**config.mk**
```make
export PLATFORM = sky130hd
export DESIGN_NAME = prefix_varint_encoder
export DESIGN_NICKNAME = d
export VERILOG_FILES = /design/src/design/pve_pkg.sv /design/src/design/pve_hold.sv /design/src/design/pve_outreg.sv /design/src/design/prefix_varint_encoder.sv
export SDC_FILE = /design/constraint.sdc
export NUM_CORES = 1
export LEC_CHECK = 0
export BUFFER_PORTS_ARGS = -buffer_cell sky130_fd_sc_hd__buf_2
export CAP_MARGIN = 20
export CORE_AREA = 2 2 96 98
export CTS_CLUSTER_SIZE = 12
export DETAILED_ROUTE_END_ITERATION = 10
export DIE_AREA = 0 0 98 100
export PLACE_DENSITY_LB_ADDON = 0.3
export SETUP_SLACK_MARGIN = 0.5
export SLEW_MARGIN = 20
export SYNTH_ARGS = -nofsm -noshare
export SYNTH_HDL_FRONTEND = slang
export SYNTH_HIERARCHICAL = 1
export SYNTH_SLANG_ARGS = --single-unit
export TNS_END_PERCENT = 5
```
**constraint.sdc**
```tcl
create_clock -name i_clk -period 5 [get_ports i_clk]
set_input_delay 0.25 -clock i_clk [delete_from_list [all_inputs] [get_ports i_clk]]
set_output_delay 0.25 -clock i_clk [all_outputs]
set_load 0.005 [all_outputs]
```
**src/design/pve_pkg.sv**
```systemverilog
// ----------------------------------------------------------------------------
// pve_pkg
// Shared types and constants of the prefix-length varint encoder.
// ----------------------------------------------------------------------------
package pve_pkg;

    localparam int BYTE_W       = 8;
    localparam int MAX_BYTES    = 8;
    localparam int LEN_BITS     = 3;
    localparam int VALUE_W      = BYTE_W * MAX_BYTES;
    localparam int PAYLOAD_BITS = VALUE_W - LEN_BITS;

    typedef struct packed {
        logic [VALUE_W-1:0] value_in;
        logic               final_value;
    } t_in_item;

    typedef struct packed {
        logic [BYTE_W-1:0] code_byte;
        logic              last_of_value;
        logic              list_end;
        logic              too_large;
    } t_out_item;

endpackage

```
**src/design/pve_hold.sv**
```systemverilog
// ----------------------------------------------------------------------------
// pve_hold
// Input register: sizes the value on entry and walks its bytes, most
// significant first, presenting one byte request at a time.
// ----------------------------------------------------------------------------
module pve_hold
    import pve_pkg::*;
(
    input  logic      i_clk,
    input  logic      i_rst_n,
    input  logic      i_in_valid,
    input  t_in_item  i_in_item,
    output logic      o_in_stall,
    input  logic      i_take,
    output logic      o_byte_valid,
    output t_out_item o_byte
);

    logic [VALUE_W-1:0]  r_val;
    logic                r_fin;
    logic                r_big;
    logic [LEN_BITS-1:0] r_len;
    logic [LEN_BITS-1:0] r_rem;
    logic                r_first;
    logic                r_full;

    logic [LEN_BITS-1:0] n_len;
    logic                n_big;
    logic                last;
    logic                adv;
    logic                done;
    logic                accept;
    logic [BYTE_W-1:0]   sel_byte;

    // smallest L with value below 2^(8L-3); n_len holds L-1
    always_comb begin
        n_len = LEN_BITS'(MAX_BYTES - 1);
        for (int k = MAX_BYTES - 2; k >= 0; k--) begin
            if ((i_in_item.value_in >> (BYTE_W * k + BYTE_W - LEN_BITS)) == '0) begin
                n_len = LEN_BITS'(k);
            end
        end
        n_big = (i_in_item.value_in >> PAYLOAD_BITS) != '0;
    end

    assign last     = r_big || (r_rem == '0);
    assign adv      = r_full && i_take;
    assign done     = adv && last;
    assign accept   = i_in_valid && (!r_full || done);
    assign sel_byte = r_val[{r_rem, 3'b000} +: BYTE_W];

    assign o_in_stall   = r_full && !done;
    assign o_byte_valid = r_full;

    always_comb begin
        o_byte.code_byte     = r_big ? '0 :
                               (sel_byte | (r_first ? {r_len, 5'b00000} : '0));
        o_byte.last_of_value = last;
        o_byte.list_end      = last && r_fin;
        o_byte.too_large     = r_big;
    end

    always_ff @(posedge i_clk) begin
        if (!i_rst_n) begin
            r_full <= 1'b0;
        end else if (accept) begin
            r_full <= 1'b1;
        end else if (done) begin
            r_full <= 1'b0;
        end
    end

    always_ff @(posedge i_clk) begin
        if (accept) begin
            r_val   <= i_in_item.value_in;
            r_fin   <= i_in_item.final_value;
            r_big   <= n_big;
            r_len   <= n_len;
            r_rem   <= n_big ? '0 : n_len;
            r_first <= 1'b1;
        end else if (adv) begin
            r_rem   <= r_rem - 1'b1;
            r_first <= 1'b0;
        end
    end

endmodule

```
**src/design/pve_outreg.sv**
```systemverilog
// ----------------------------------------------------------------------------
// pve_outreg
// Result register: holds one encoded byte until the consumer takes it.
// ----------------------------------------------------------------------------
module pve_outreg
    import pve_pkg::*;
(
    input  logic      i_clk,
    input  logic      i_rst_n,
    input  logic      i_byte_valid,
    input  t_out_item i_byte,
    output logic      o_take,
    output logic      o_out_valid,
    input  logic      i_out_stall,
    output t_out_item o_out_item
);

    logic      r_vld;
    t_out_item r_data;

    assign o_take      = !r_vld || !i_out_stall;
    assign o_out_valid = r_vld;
    assign o_out_item  = r_data;

    always_ff @(posedge i_clk) begin
        if (!i_rst_n) begin
            r_vld <= 1'b0;
        end else if (o_take) begin
            r_vld <= i_byte_valid;
        end
    end

    always_ff @(posedge i_clk) begin
        if (o_take && i_byte_valid) begin
            r_data <= i_byte;
        end
    end

endmodule

```
**src/design/prefix_varint_encoder.sv**
```systemverilog
// Path: an accepted value is held in pve_hold; each byte is registered in pve_outreg.
// Throughput: one byte per cycle while the output is not stalled; a value gives
// L bytes (1 to 8), one if it overflows; the single-byte output lane sets that rate.
// A new value enters as the previous value's last byte moves to the output register.
// Reset: synchronous, active low; clears both valid flags, payload is not reset.
// ----------------------------------------------------------------------------
// prefix_varint_encoder
// Prefix-length varint encoder: 3-bit length field, then value bytes MSB first.
// ----------------------------------------------------------------------------
module prefix_varint_encoder
    import pve_pkg::*;
(
    input  logic      i_clk,
    input  logic      i_rst_n,
    input  logic      i_in_valid,
    output logic      o_in_stall,
    input  t_in_item  i_in_item,
    output logic      o_out_valid,
    input  logic      i_out_stall,
    output t_out_item o_out_item
);

    logic      take;
    logic      byte_valid;
    t_out_item byte_item;

    pve_hold u_hold (
        .i_clk        (i_clk),
        .i_rst_n      (i_rst_n),
        .i_in_valid   (i_in_valid),
        .i_in_item    (i_in_item),
        .o_in_stall   (o_in_stall),
        .i_take       (take),
        .o_byte_valid (byte_valid),
        .o_byte       (byte_item)
    );

    pve_outreg u_outreg (
        .i_clk        (i_clk),
        .i_rst_n      (i_rst_n),
        .i_byte_valid (byte_valid),
        .i_byte       (byte_item),
        .o_take       (take),
        .o_out_valid  (o_out_valid),
        .i_out_stall  (i_out_stall),
        .o_out_item   (o_out_item)
    );

endmodule

```
* Yosys cells after proc, flatten, opt, wreduce, memory -nomap -nowiden *
Cells that the tools add are included.
Widths: inputs -> output; s select.

cells by class
  reductions and logical operators = 23
  mux-type cells = 13
  shifts and indexed selects = 1
  bitwise operators = 1
  $add $sub $neg = 1

operators with widths
  kind                 count
  $logic_not 64->1     7
  $reduce_bool 64->1   1
  $shiftx 64x7->8      1
  $mux 3               9
  $mux 8               1
  $or 8x8->8           1
  $logic_and 1x1->1    5
  $logic_not 1->1      4
  $reduce_bool 2->1    2
  $logic_not 3->1      1
  $logic_or 1x1->1     3
  $mux 1               3
  $sub 3x1->3 const B  1

word-level totals
  register bits after elaboration = 86
  input port bits = 69
  output and inout bits = 13

* Depth between registers and ports, before layout *
Gate-level depths: netlist (run 1).

  word-level depth = 10
  gate-level depth with buffers = 9
  gate-level depth less buffers = 7

* Hierarchy *
The synthesis (run 1) kept the hierarchy.

by module, submodules not included
  module      cells an instance  seq. area each (um^2)  area an instance (um^2)  instances
  pve_hold    178                2202.1                 3069.2                   1
  pve_outreg  16                 350.3                  371.6                    1

* Least setup slack after synthesis (run 1) *
OpenSTA, ideal clock, no wires.

  path kind = register to register
  start point = register u_hold.r_rem[0]
  end point = register u_hold.r_rem[2], data pin
  setup slack = -0.536 ns
  stages on the path, launching flop included = 10
  required time = 4.737 ns
  arrival time = 5.273 ns
  cells stage by stage = edfxtp_1 > buf_2 > buf_4 > inv_1 > ha_1 > nor2b_1 > o21ai_0 > a21oi_1 > nor2_1 > a31o_2

between the ends
  longest elaborated chain between the ends = 6

RTL lines
  what                    RTL line        text
  from (decl)             pve_hold.sv:23  logic [LEN_BITS-1:0] r_rem;
  from (signal assigned)  pve_hold.sv:79  r_rem <= n_big ? '0 : n_len;
  from (signal assigned)  pve_hold.sv:82  r_rem <= r_rem - 1'b1;
  $logic_not 3->1         pve_hold.sv:46  assign last = r_big || (r_rem == '0);
  $logic_or 1x1->1        pve_hold.sv:46
  $logic_and 1x1->1       pve_hold.sv:48  assign done = adv && last;
  $logic_or 1x1->1        pve_hold.sv:49  assign accept = i_in_valid && (!r_full || done);
  $logic_and 1x1->1       pve_hold.sv:49
  via u_hold.accept       pve_hold.sv:32  logic accept;
  $mux 3                  pve_hold.sv:74  if (accept) begin

The timed path passes the listed nets, and every way through them passes these cells. The select of a mux whose other input is x is not followed.
A chain may end at the register's enable or synchronous reset.

* Worst setup path in the final report (run 1) *
  start point = register u_hold.r_rem[1]
  end point = register u_hold.r_rem[2], data pin

Same word-level chain as after synthesis.

==> summary.md, run 1 <==
| Metric | Value |
|---|---|
| Status | finished, final reports clean |
| Worst Hold Path Cells | 1 |
| Yosys top cell area share | 72.4% |
| DP Area | 0.00397 mm2 |
| Post-route antenna net violation count | 0 |
| Gate Count Post-Synth | 194 |
| Post-route insts no fill | 396 |
| Worst path cell trace | inv_1 > ha_1 > nor2b_1 > o21ai_0 > a21oi_4 > buf_4 > nor2_1 > a31o_2 |
| Via/cell ratio | 5.09 |
| Avg WL per Cell | 17.0 um |
| Cell taking the most area after synthesis | edfxtp_1 |
| Post-synthesis sequential area ratio | 74.2% |
| Post-Syn Area | 0.00344 mm2 |
| Clk Latency, worst-skew pair | 0.34 ns |
| Hold Fails Final Rpt | 0 |
| Fraction of layout cells with a size suffix above 1 | 42.5% |
| Synth cell types | 33 |
| IO Count | 82 |
| Max-Cap Viols | 0 |
| Nets | 351 |
| Post-layout worst setup margin | 2.10 ns |
| Storage element area | 0.00255 mm2 |
| Max incr delay on CP | 0.71 ns |
| First-pass GRT wire length | 10600 um |
| Dpl hpwl | 4970 um |
| Final setup vio count | 0 |
| Synth async-reset ratio | 0% |
| Root buf cell | clkbuf_8 |
| Setup TNS | 0 ns |
| Worst setup EP type | register |
| # H-tree levels | 3 |
| Filler instances | 779 |
| Reg2Reg Depth | 8 |
| Postcts setup bufs | 0 |
| Worst VDD drop | 0.253 mV |
| Initial antenna violation count | 0 |
| Die area | 0.00980 mm2 |
| Row count | 35 |
| Syn nets | 265 |
| Critical path's top delay family | buffers and inverters |
| Worst path bufs/invs | 2 |
| Synth area leaders | edfxtp_1 72%, mux4_2 10%, nand2_1 2.4%, nor4_1 1.8%, dfxtp_1 1.7% |
| Final Skew | 0.00769 ns |
| Post-cts sizing count | 0 |
| Clock buffer depth | 2 |
| Ys Warns | 6 |
| Clock transition at the registers of the reported paths | 0.08 ns |
| Worst Path Required | 5.11 ns |
| #FFs+latches synth | 86 |
| Initial Util | 38.7% |
| DRT iter0 DRCs | 60 |
| Die height | 100 um |
| CTS tree | done |
| Tcrit/Tclk final | 58.1% |
| Lkg Pwr | 0.00156 uW |
| Worst hold path type | in2reg |
| Top-count cell post-synth | edfxtp_1 |
| Syn avg cell area | 17.7 um2 |
| Clock sink total | 86 |
| Die Width | 98 um |
| RSZ-0062 raised after global routing | no |
| Register-to-register setup slack | 2.10 ns |
| Placer Congestion | 0.797 |
| Relative slew slack | 40.3% |
| Area Overhead vs Synth | 22.2% |
| Total power | 1600 uW |
| Remaining DRCs | 0 |
| Count of input and output buffers | 81 |
| Top achievable clock speed | 0.344 GHz |
| Worst slew pin tran | 0.895 ns |
| Placement Setup Slack | 2.07 ns |
| Cts hold-fix bufs | 0 |
| RR Startpoint | u_hold/r_rem[1]$_DFFE_PP_ |
| GRT Total Usage | 14.4% |
| Number of synthesized flops with an enable pin | 83 |
| CTS buffer count | 9 |
| Via count | 2016 |
| Worst R2R End | u_hold/r_rem[2]$_DFFE_PP_ |
| Core area | 0.00889 mm2 |
| Tmin final | 2.90 ns |
| Pre-antenna DRT Iters | 4 |
| Critical-path top delay cell | edfxtp_1 |
| Placed cell count | 380 |
| WS Path Type | reg2reg |
| Pin count of the biggest net entering global routing | 75 |
| Worst setup SP type | register |
| Most used DFF post-synth | edfxtp_1 |
| Data arrival time of the worst path | 3.01 ns |
| Multi-input gate area | 832 um2 |
| Number of global-route vias before repair | 2047 |
| Top cells by count, synth | 83 x edfxtp_1, 22 x nand2_1, 16 x mux4_2 |
| Gr ovfl total | 0 |
| WHS Endpoint | u_hold/r_val[1]$_DFFE_PP_ |
| DRT Wirelength | 6730 um |
| Worst-path maximum fanout | 74 |
| Pwr dens | 380 mW/mm2 |
| # diodes | 0 |
| HP Start | i_in_item[2] |
| Final Max Tran Viols | 0 |
| Final design area excluding fillers | 0.00420 mm2 |
[how the worst max path moves through the flow]
stage	startpoint	endpoint	cells past startpoint
2_1_floorplan	u_hold/r_rem[0]$_DFFE_PP_	u_hold/r_rem[2]$_DFFE_PP_	9
3_3_place_gp	u_hold/r_rem[1]$_DFFE_PP_	u_hold/r_rem[2]$_DFFE_PP_	8
3_5_place_dp	u_hold/r_rem[1]$_DFFE_PP_	u_hold/r_rem[2]$_DFFE_PP_	8
4_1_cts	u_hold/r_rem[1]$_DFFE_PP_	u_hold/r_rem[2]$_DFFE_PP_	8
5_1_grt	u_hold/r_rem[1]$_DFFE_PP_	u_hold/r_rem[2]$_DFFE_PP_	8
6_report	u_hold/r_rem[1]$_DFFE_PP_	u_hold/r_rem[2]$_DFFE_PP_	8
[metrics by stage]
| stage | hold WS [ns] | utilization [%] |
|---|---|---|
| 5_1_grt | 0.0624 | 47.3 |
| 2_1_floorplan | 0.349 | - |
| 3_5_place_dp | 0.428 | 44.6 |
| 6_report | 0.0771 | 47.3 |
| 3_3_place_gp | 0.433 | 44.6 |
| 4_1_cts | 0.0642 | 47.3 |
[routing by layer]
metal	part of all wire, %	global-route usage, %	vias to the layer above
met5	0	0	-
met4	1.6	5.45	0
met3	6.4	3.90	10
met2	49	23.7	71
met1	43	18.4	984
li1	-	-	951
[sequential cells by signal, summed over array words and instances, names as in the netlist]
register,count
u_hold/r_big,1
u_outreg/o_out_item,11
u_hold/r_rem,3
u_hold/o_byte_valid,1
u_outreg/o_out_valid,1
u_hold/r_first,1
u_hold/r_len,3
u_hold/r_val,64
u_hold/r_fin,1
[power breakdown]
part,total (uW),internal (uW),switching [uW]
logic,159,79.2,79.3
registers,867,843,24.6
clock network,570,331,239
[layout by cell type, fill, tap and decap left out, types with 3 or more instances in the layout]
master	count
dfxtp_1	3
a31oi_1	3
bufinv_16	3
nor4_1	10
buf_2	81
edfxtp_1	83
a21oi_1	6
nand2_1	22
o21ai_0	4
mux4_2	16
inv_1	6
and2_1	5
clkbuf_8	9
nor2_1	3
[layout make-up]
type                       instances  area share (%)
multi-input combinational         94            19.8
timing repair buffer              83            10.0
tap                              111            3.30
clock buffer                      10            3.04
clock inverter                     6            2.62
sequential                        86            60.7
inverter                           6           0.536
[cell families (layout without fill, tap and decap cells)]
family                   after synthesis  after routing  share of synthesized area (%)
flip-flops                            86             86                           74.2
buffers and inverters                 14            105                           1.96
multiplexers                          16             16                           10.5
adder cells (fa/ha/maj)                2              2                          0.727
XOR/XNOR                               1              1                          0.255
AND/OR/NAND/NOR                       53             53                           8.25
AO/OA/AOI/OAI                         22             22                           4.15
No activity file was read; power rests on OpenSTA's default activity.
==> run 2, diff against run 1 <==
==> constraint.sdc (replaced) <==
create_clock -name i_clk -period 2.7 [get_ports i_clk]
set_input_delay 0.135 -clock i_clk [delete_from_list [all_inputs] [get_ports i_clk]]
set_output_delay 0.135 -clock i_clk [all_outputs]
set_load 0.005 [all_outputs]
==> summary.md, run 2 (same netlist as run 1, synthesis figures left out) <==
| Metric | Value |
|---|---|
| Status | finished, final reports clean (unchanged) |
| Worst Path Required | 2.71 ns (was 5.11 ns) |
| Fraction of layout cells with a size suffix above 1 | 36.6% (was 42.5%) |
| Placer Congestion | 0.815 (was 0.797) |
| Initial antenna violation count | 0 (unchanged) |
| Max-Cap Viols | 0 (unchanged) |
| Worst hold path type | in2reg (unchanged) |
| Die Width | 98 um (unchanged) |
| Relative slew slack | 63.4% (was 40.3%) |
| Die height | 100 um (unchanged) |
| IO Count | 82 (unchanged) |
| Setup TNS | 0 ns (unchanged) |
| RSZ-0062 raised after global routing | no (unchanged) |
| Critical path origin | u_hold/r_rem[0]$_DFFE_PP_ (was u_hold/r_rem[1]$_DFFE_PP_) |
| Placed cell count | 383 (was 380) |
| Commonest non-fill, non-tap cell in the layout | edfxtp_1 (unchanged) |
| Final design area excluding fillers | 0.00489 mm2 (was 0.00420 mm2) |
| GRT Total Usage | 16.5% (was 14.4%) |
| Filler instances | 724 (was 779) |
| Tcrit/Tclk final | 73.3% (was 58.1%) |
| Area Overhead vs Synth | 42.1% (was 22.2%) |
| CTS tree | done (unchanged) |
| Worst slew pin tran | 0.544 ns (was 0.895 ns) |
| Clock sink total | 86 (unchanged) |
| DP Area | 0.00403 mm2 (was 0.00397 mm2) |
| Top achievable clock speed | 0.505 GHz (was 0.344 GHz) |
| Gr ovfl total | 0 (unchanged) |
| Final Max Tran Viols | 0 (unchanged) |
| RR Startpoint | u_hold/r_rem[0]$_DFFE_PP_ (was u_hold/r_rem[1]$_DFFE_PP_) |
| Hold Fails Final Rpt | 0 (unchanged) |
| Final Skew | 0.0168 ns (was 0.00769 ns) |
| Worst VDD drop | 0.386 mV (was 0.253 mV) |
| Worst setup SP type | register (unchanged) |
| Row count | 35 (unchanged) |
| Postcts setup bufs | 0 (unchanged) |
| Pre-antenna DRT Iters | 5 (was 4) |
| Reg with most FFs | u_hold/r_val (unchanged) |
| # diodes | 0 (unchanged) |
| Number of global-route vias before repair | 2371 (was 2047) |
| Remaining DRCs | 0 (unchanged) |
| Pin count of the biggest net entering global routing | 35 (was 75) |
| DRT iter0 DRCs | 109 (was 60) |
| Worst-path maximum fanout | 33 (was 74) |
| Worst setup EP type | register (unchanged) |
| Max incr delay on CP | 0.44 ns (was 0.71 ns) |
| WS Path Type | reg2reg (unchanged) |
| Dpl hpwl | 5110 um (was 4970 um) |
| First-pass GRT wire length | 12100 um (was 10600 um) |
| Nets | 421 (was 351) |
| Post-layout worst setup margin | 0.720 ns (was 2.10 ns) |
| Initial Util | 38.7% (unchanged) |
| Lkg Pwr | 0.00184 uW (was 0.00156 uW) |
| Avg WL per Cell | 16.2 um (was 17.0 um) |
| Most frequent cells in the layout | 83 x edfxtp_1, 81 x buf_2, 67 x dlygate4sd3_1 (was 83 x edfxtp_1, 81 x buf_2, 22 x nand2_1) |
| Data arrival time of the worst path | 1.99 ns (was 3.01 ns) |
| Pwr dens | 584 mW/mm2 (was 380 mW/mm2) |
| Worst path bufs/invs | 2 (unchanged) |
| Post-route insts no fill | 466 (was 396) |
| Via count | 2278 (was 2016) |
| Die area | 0.00980 mm2 (unchanged) |
| Core Util, Final | 55.0% (was 47.3%) |
| Worst path cell trace | inv_4 > ha_4 > nor2b_4 > o21ai_2 > a21oi_4 > buf_4 (was inv_1 > ha_1 > nor2b_1 > o21ai_0 > a21oi_4 > buf_4 > nor2_1 > a31o_2) |
| HP Start | i_out_stall (was i_in_item[2]) |
| Max reg flops | 64 (unchanged) |
| Critical-path top delay cell | edfxtp_1 (unchanged) |
| CTS buffer count | 9 (unchanged) |
| Clk Latency, worst-skew pair | 0.36 ns (was 0.34 ns) |
| Root buf cell | clkbuf_8 (unchanged) |
| Tmin final | 1.98 ns (was 2.90 ns) |
| Via/cell ratio | 4.89 (was 5.09) |
| Post-route antenna net violation count | 0 (unchanged) |
| Critical path's top delay family | buffers and inverters (unchanged) |
| # H-tree levels | 3 (unchanged) |
| DRT Wirelength | 7540 um (was 6730 um) |
| Count of input and output buffers | 81 (unchanged) |
| Final setup vio count | 0 (unchanged) |
| Placement Setup Slack | 0.726 ns (was 2.07 ns) |
| Core area | 0.00889 mm2 (unchanged) |
| Clock buffer depth | 2 (unchanged) |
| Clock transition at the registers of the reported paths | 0.09 ns (was 0.08 ns) |
==> run 2: metal layers <==
layer / global-route usage [%] / vias to the layer above / part of all wire [%]
li1: - / 1091 / -
met1: 20.0 / 1078 / 41
met2: 28.2 / 99 / 51
met3: 5.92 / 10 / 6.7
met4: 4.81 / 0 / 1.5
met5: 0 / - / 0
==> run 2: path summary, 6_finish.rpt <==
path | cells after the start | end | slack, ns
worst max-delay path | 6 | u_hold/r_val[38]$_DFFE_PP_ | 0.72
worst min-delay path | 3 | u_outreg/o_out_valid$_SDFFE_PN0P_ | 0.05
worst max register to register | 6 | u_hold/r_val[38]$_DFFE_PP_ | 0.72
worst min register to register | 2 | u_outreg/o_out_valid$_SDFFE_PN0P_ | 0.53
==> run 2: through the flow <==
step | hold slack, ns | total power (uW)
after floorplan | 0.234 | 1830
after global placement | 0.314 | 1950
after detailed placement | 0.314 | 1960
after CTS | 0.0331 | 2880
after global routing | 0.0507 | 2980
final | 0.0504 | 2860
==> run 2: power by group <==
part	leakage, uW	total, uW	switching, uW	internal (uW)
combinational	0.000928	407	183	223
clock	0.0000947	858	500	358
sequential	0.000822	1590	33.3	1560
==> run 2: what timing repair did <==
action,in CTS,in global routing
hold endpoints to repair,67,0
gates resized for setup,0,0
hold buffers,67,0
==> run 2: area by class of cell <==
| class | instances | area, um2 | area share [%] |
|---|---|---|---|
| multi-input cells | 94 | 856 | 17.5 |
| repair buffers | 153 | 1130 | 23.0 |
| clock inverters | 7 | 65.1 | 1.33 |
| clock buffers | 9 | 124 | 2.53 |
| inverters | 6 | 27.5 | 0.563 |
| well taps | 111 | 139 | 2.84 |
| flip-flops and latches | 86 | 2550 | 52.2 |
==> run 2: worst min-delay path: stages <==
cell     delay (ns)
buf_2          0.09
a21oi_1        0.05
nor2b_1        0.09
==> run 3, diff against run 2 <==
--- a/config.mk
+++ b/config.mk
@@ -5,12 +5,13 @@
 export SDC_FILE = /design/constraint.sdc
 export NUM_CORES = 1
 export LEC_CHECK = 0
+export ABC_AREA = 1
 export BUFFER_PORTS_ARGS = -buffer_cell sky130_fd_sc_hd__buf_2
 export CAP_MARGIN = 20
-export CORE_AREA = 2 2 96 98
+export CORE_AREA = 2 2 99 101
 export CTS_CLUSTER_SIZE = 12
 export DETAILED_ROUTE_END_ITERATION = 10
-export DIE_AREA = 0 0 98 100
+export DIE_AREA = 0 0 101 103
 export PLACE_DENSITY_LB_ADDON = 0.3
 export SETUP_SLACK_MARGIN = 0.5
 export SLEW_MARGIN = 20
==> constraint.sdc (replaced) <==
create_clock -name i_clk -period 1.72 [get_ports i_clk]
set_input_delay 0.086 -clock i_clk [delete_from_list [all_inputs] [get_ports i_clk]]
set_output_delay 0.086 -clock i_clk [all_outputs]
set_load 0.005 [all_outputs]
==> summary.md, run 3 <==
| Metric | Value |
|---|---|
| Initial Util | 38.3% (was 38.7%) |
| Data arrival time of the worst path | 1.68 ns (was 1.99 ns) |
| Gate Count Post-Synth | 326 (was 194) |
| Worst VDD drop | 0.503 mV (was 0.386 mV) |
| Via count | 2900 (was 2278) |
| Most Crowded Layer GR | met2 (unchanged) |
| Syn nets | 397 (was 265) |
| Critical-path top delay cell | edfxtp_1 (unchanged) |
| Number of synthesized flops with an enable pin | 83 (unchanged) |
| Worst path bufs/invs | 3 (was 2) |
| Gr ovfl total | 0 (unchanged) |
| Post-layout worst setup margin | 0.110 ns (was 0.720 ns) |
| Via/cell ratio | 4.73 (was 4.89) |
| Filler instances | 841 (was 724) |
| Met1 usage | 22.4% (was 20.0%) |
| Fraction of layout cells with a size suffix above 1 | 26.7% (was 36.6%) |
| Pre-antenna DRT Iters | 4 (was 5) |
| Relative slew slack | 60.7% (was 63.4%) |
| Count of input and output buffers | 81 (unchanged) |
| Clk Latency, worst-skew pair | 0.36 ns (about the same) |
| DRT iter0 DRCs | 165 (was 109) |
| #FFs+latches synth | 86 (unchanged) |
| Core area | 0.00946 mm2 (was 0.00889 mm2) |
| Die height | 103 um (was 100 um) |
| Worst slew pin tran | 0.584 ns (was 0.544 ns) |
| Worst Path Required | 1.79 ns (was 2.71 ns) |
| Remaining DRCs | 0 (unchanged) |
| Synth async-reset ratio | 0% (unchanged) |
| Multi-input gate area | 972 um2 (was 856 um2) |
| Nets | 566 (was 421) |
| # H-tree levels | 3 (unchanged) |
| Max reg flops | 64 (unchanged) |
| Ys Warns | 6 (unchanged) |
| Critical path's top delay family | flip-flops (was buffers and inverters) |
| Placement Setup Slack | 0.0391 ns (was 0.726 ns) |
| Tcrit/Tclk final | 93.6% (was 73.3%) |
| Storage element area | 0.00255 mm2 (unchanged) |
| IO Count | 82 (unchanged) |
| GRT Total Usage | 18.4% (was 16.5%) |
| Avg WL per Cell | 14.5 um (was 16.2 um) |
| Met2 usage | 32.2% (was 28.2%) |
| # diodes | 0 (unchanged) |
| Syn avg cell area | 11.1 um2 (was 17.7 um2) |
| Final Max Tran Viols | 0 (unchanged) |
| Yosys top cell area share | 68.8% (was 72.4%) |
| Area Overhead vs Synth | 47.4% (was 42.1%) |
| Max incr delay on CP | 0.42 ns (was 0.44 ns) |
| Clock power frac | 36.5% (was 30.0%) |
| Worst hold path type | in2reg (unchanged) |
| Worst setup EP type | register (unchanged) |
| Row count | 36 (was 35) |
| Final Skew | 0.0169 ns (was 0.0168 ns) |
| Synth cell types | 25 (was 33) |
| Total power | 5370 uW (was 2860 uW) |
| Clock sink total | 86 (unchanged) |
| Post-route antenna net violation count | 0 (unchanged) |
| Root buf cell | clkbuf_8 (unchanged) |
| Top-count cell post-synth | edfxtp_1 (unchanged) |
| Most used DFF post-synth | edfxtp_1 (unchanged) |
| Pint | 4130 uW (was 2140 uW) |
| WS Path Type | reg2reg (unchanged) |
| CTS tree | done (unchanged) |
| Lkg Pwr | 0.00214 uW (was 0.00184 uW) |
| Synth area leaders | edfxtp_1 69%, nor2_1 8.4%, nand2_1 5.7%, o21ai_0 4.6%, nand3_1 1.8% (was edfxtp_1 72%, mux4_2 10%, nand2_1 2.4%, nor4_1 1.8%, dfxtp_1 1.7%) |
| Placer Congestion | 0.795 (was 0.815) |
| Pwr dens | 1010 mW/mm2 (was 584 mW/mm2) |
| First-pass GRT wire length | 14400 um (was 12100 um) |
| Commonest non-fill, non-tap cell in the layout | edfxtp_1 (unchanged) |
| Tmin final | 1.61 ns (was 1.98 ns) |
| DRT Wirelength | 8900 um (was 7540 um) |
| Post-Syn Area | 0.00362 mm2 (was 0.00344 mm2) |
| Reg with most FFs | u_hold/r_val (unchanged) |
| Register share of total power | 47.0% (was 55.7%) |
| Hold Fails Final Rpt | 0 (unchanged) |
| Post-synthesis sequential area ratio | 70.5% (was 74.2%) |
| Dpl hpwl | 6210 um (was 5110 um) |
| Worst setup SP type | register (unchanged) |
| Worst-path maximum fanout | 12 (was 33) |
| Top cells by count, synth | 83 x edfxtp_1, 81 x nor2_1, 55 x nand2_1 (was 83 x edfxtp_1, 22 x nand2_1, 16 x mux4_2) |
| Pin count of the biggest net entering global routing | 22 (was 35) |
| Cell taking the most area after synthesis | edfxtp_1 (unchanged) |
| Sw Share | 22.9% (was 25.1%) |
| Logic pwr share | 16.5% (was 14.2%) |
| Die Width | 101 um (was 98 um) |
| Final setup vio count | 0 (unchanged) |
| Max-Cap Viols | 0 (unchanged) |
| Core Util, Final | 56.4% (was 55.0%) |
| Setup TNS | 0 ns (unchanged) |
| RSZ-0062 raised after global routing | yes (was no) |
| CTS buffer count | 9 (unchanged) |
| Most frequent cells in the layout | 83 x edfxtp_1, 81 x buf_2, 78 x nor2_1 (was 83 x edfxtp_1, 81 x buf_2, 67 x dlygate4sd3_1) |
| Die area | 0.0104 mm2 (was 0.00980 mm2) |
| Clock buffer depth | 2 (unchanged) |
| Sw power | 1230 uW (was 717 uW) |
| Status | finished, final reports clean (unchanged) |
| Top achievable clock speed | 0.621 GHz (was 0.505 GHz) |
| Worst path cell trace | inv_2 > ha_4 > a21oi_4 > o21ai_4 > nand2_4 > inv_16 > buf_12 (was inv_4 > ha_4 > nor2b_4 > o21ai_2 > a21oi_4 > buf_4) |
| Number of global-route vias before repair | 2969 (was 2371) |
| Initial antenna violation count | 0 (unchanged) |
| Clock transition at the registers of the reported paths | 0.09 ns (about the same) |
| M3 GR Usage | 4.61% (was 5.92%) |
run 3: area by class of cell:
class / instances / area share (%)
Timing Repair Buffer: 169 / 24.3
Clock buffer: 9 / 2.32
Sequential cell: 86 / 47.8
Inverter: 18 / 1.57
Clock inverter: 6 / 2.98
Timing Repair inverter: 1 / 0.164
Multi-Input combinational cell: 210 / 18.2
Tap cell: 114 / 2.67
run 3: path summary, 6_finish.rpt:
path | startpoint | depth (start not counted) | slack (ns) | end
worst max-delay path | u_hold/r_rem[0]$_DFFE_PP_ | 7 | 0.11 | u_hold/r_val[56]$_DFFE_PP_
worst min-delay path | i_in_valid | 3 | 0.03 | u_hold/o_byte_valid$_SDFFE_PN0P_
worst max register to register | u_hold/r_rem[0]$_DFFE_PP_ | 7 | 0.11 | u_hold/r_val[56]$_DFFE_PP_
worst min register to register | u_hold/r_first$_SDFFE_PP1P_ | 2 | 0.52 | u_hold/r_first$_SDFFE_PP1P_
run 3: cells by family (layout without fill, tap and decap cells):
| kind of cell | Yosys count | count (layout) | share of synthesized area (%) |
|---|---|---|---|
| xor gates and xnor gates | 1 | 1 | 0.242 |
| and+or+nand+nor | 155 | 155 | 16.9 |
| DFF | 86 | 86 | 70.5 |
| AOI/OAI and AO/OA | 52 | 52 | 8.05 |
| buffers and inverters | 30 | 203 | 3.66 |
| adders and majority gates | 2 | 2 | 0.691 |
run 3: power groups by stage:
stage	Sequential (uW)	Combinational (uW)	Clock (uW)
detailed placement	2570	715	0
global route	2530	990	2060
floorplan	2560	409	0
CTS	2520	860	1990
finish	2520	886	1960
global placement	2570	710	0
run 3: through the flow:
| step | instance area (um2) | hold slack, ns | cells |
|---|---|---|---|
| final | 5340 | 0.0300 | 613 |
| after global routing | 5340 | 0.0382 | 613 |
| after CTS | 5310 | 0.0207 | 613 |
| after detailed placement | 4300 | 0.267 | 526 |
| after global placement | 4300 | 0.277 | 526 |
| after floorplan | 3670 | 0.185 | 326 |
run 3: worst reg2reg max path, stage by stage, from the launching register on:
cell and delay [ns]:
edfxtp_1 0.42, inv_2 0.10, ha_4 0.14, a21oi_4 0.06, o21ai_4 0.16, nand2_4 0.16
inv_16 0.14, buf_12 0.15
run 3: what timing repair did:
action,CTS,global route
hold buffers,67,0
endpoints found under the hold margin,67,0
pin swaps,4,4
setup endpoints to repair,83,84
buffers inserted,4,0
resized for setup,3,16
gates cloned,1,0
run 3: layer usage:
metal	up-vias	part of all wire (%)
li1	1459	-
met1	1336	42
met2	90	51
met3	15	4.9
met4	0	2.3
met5	-	0
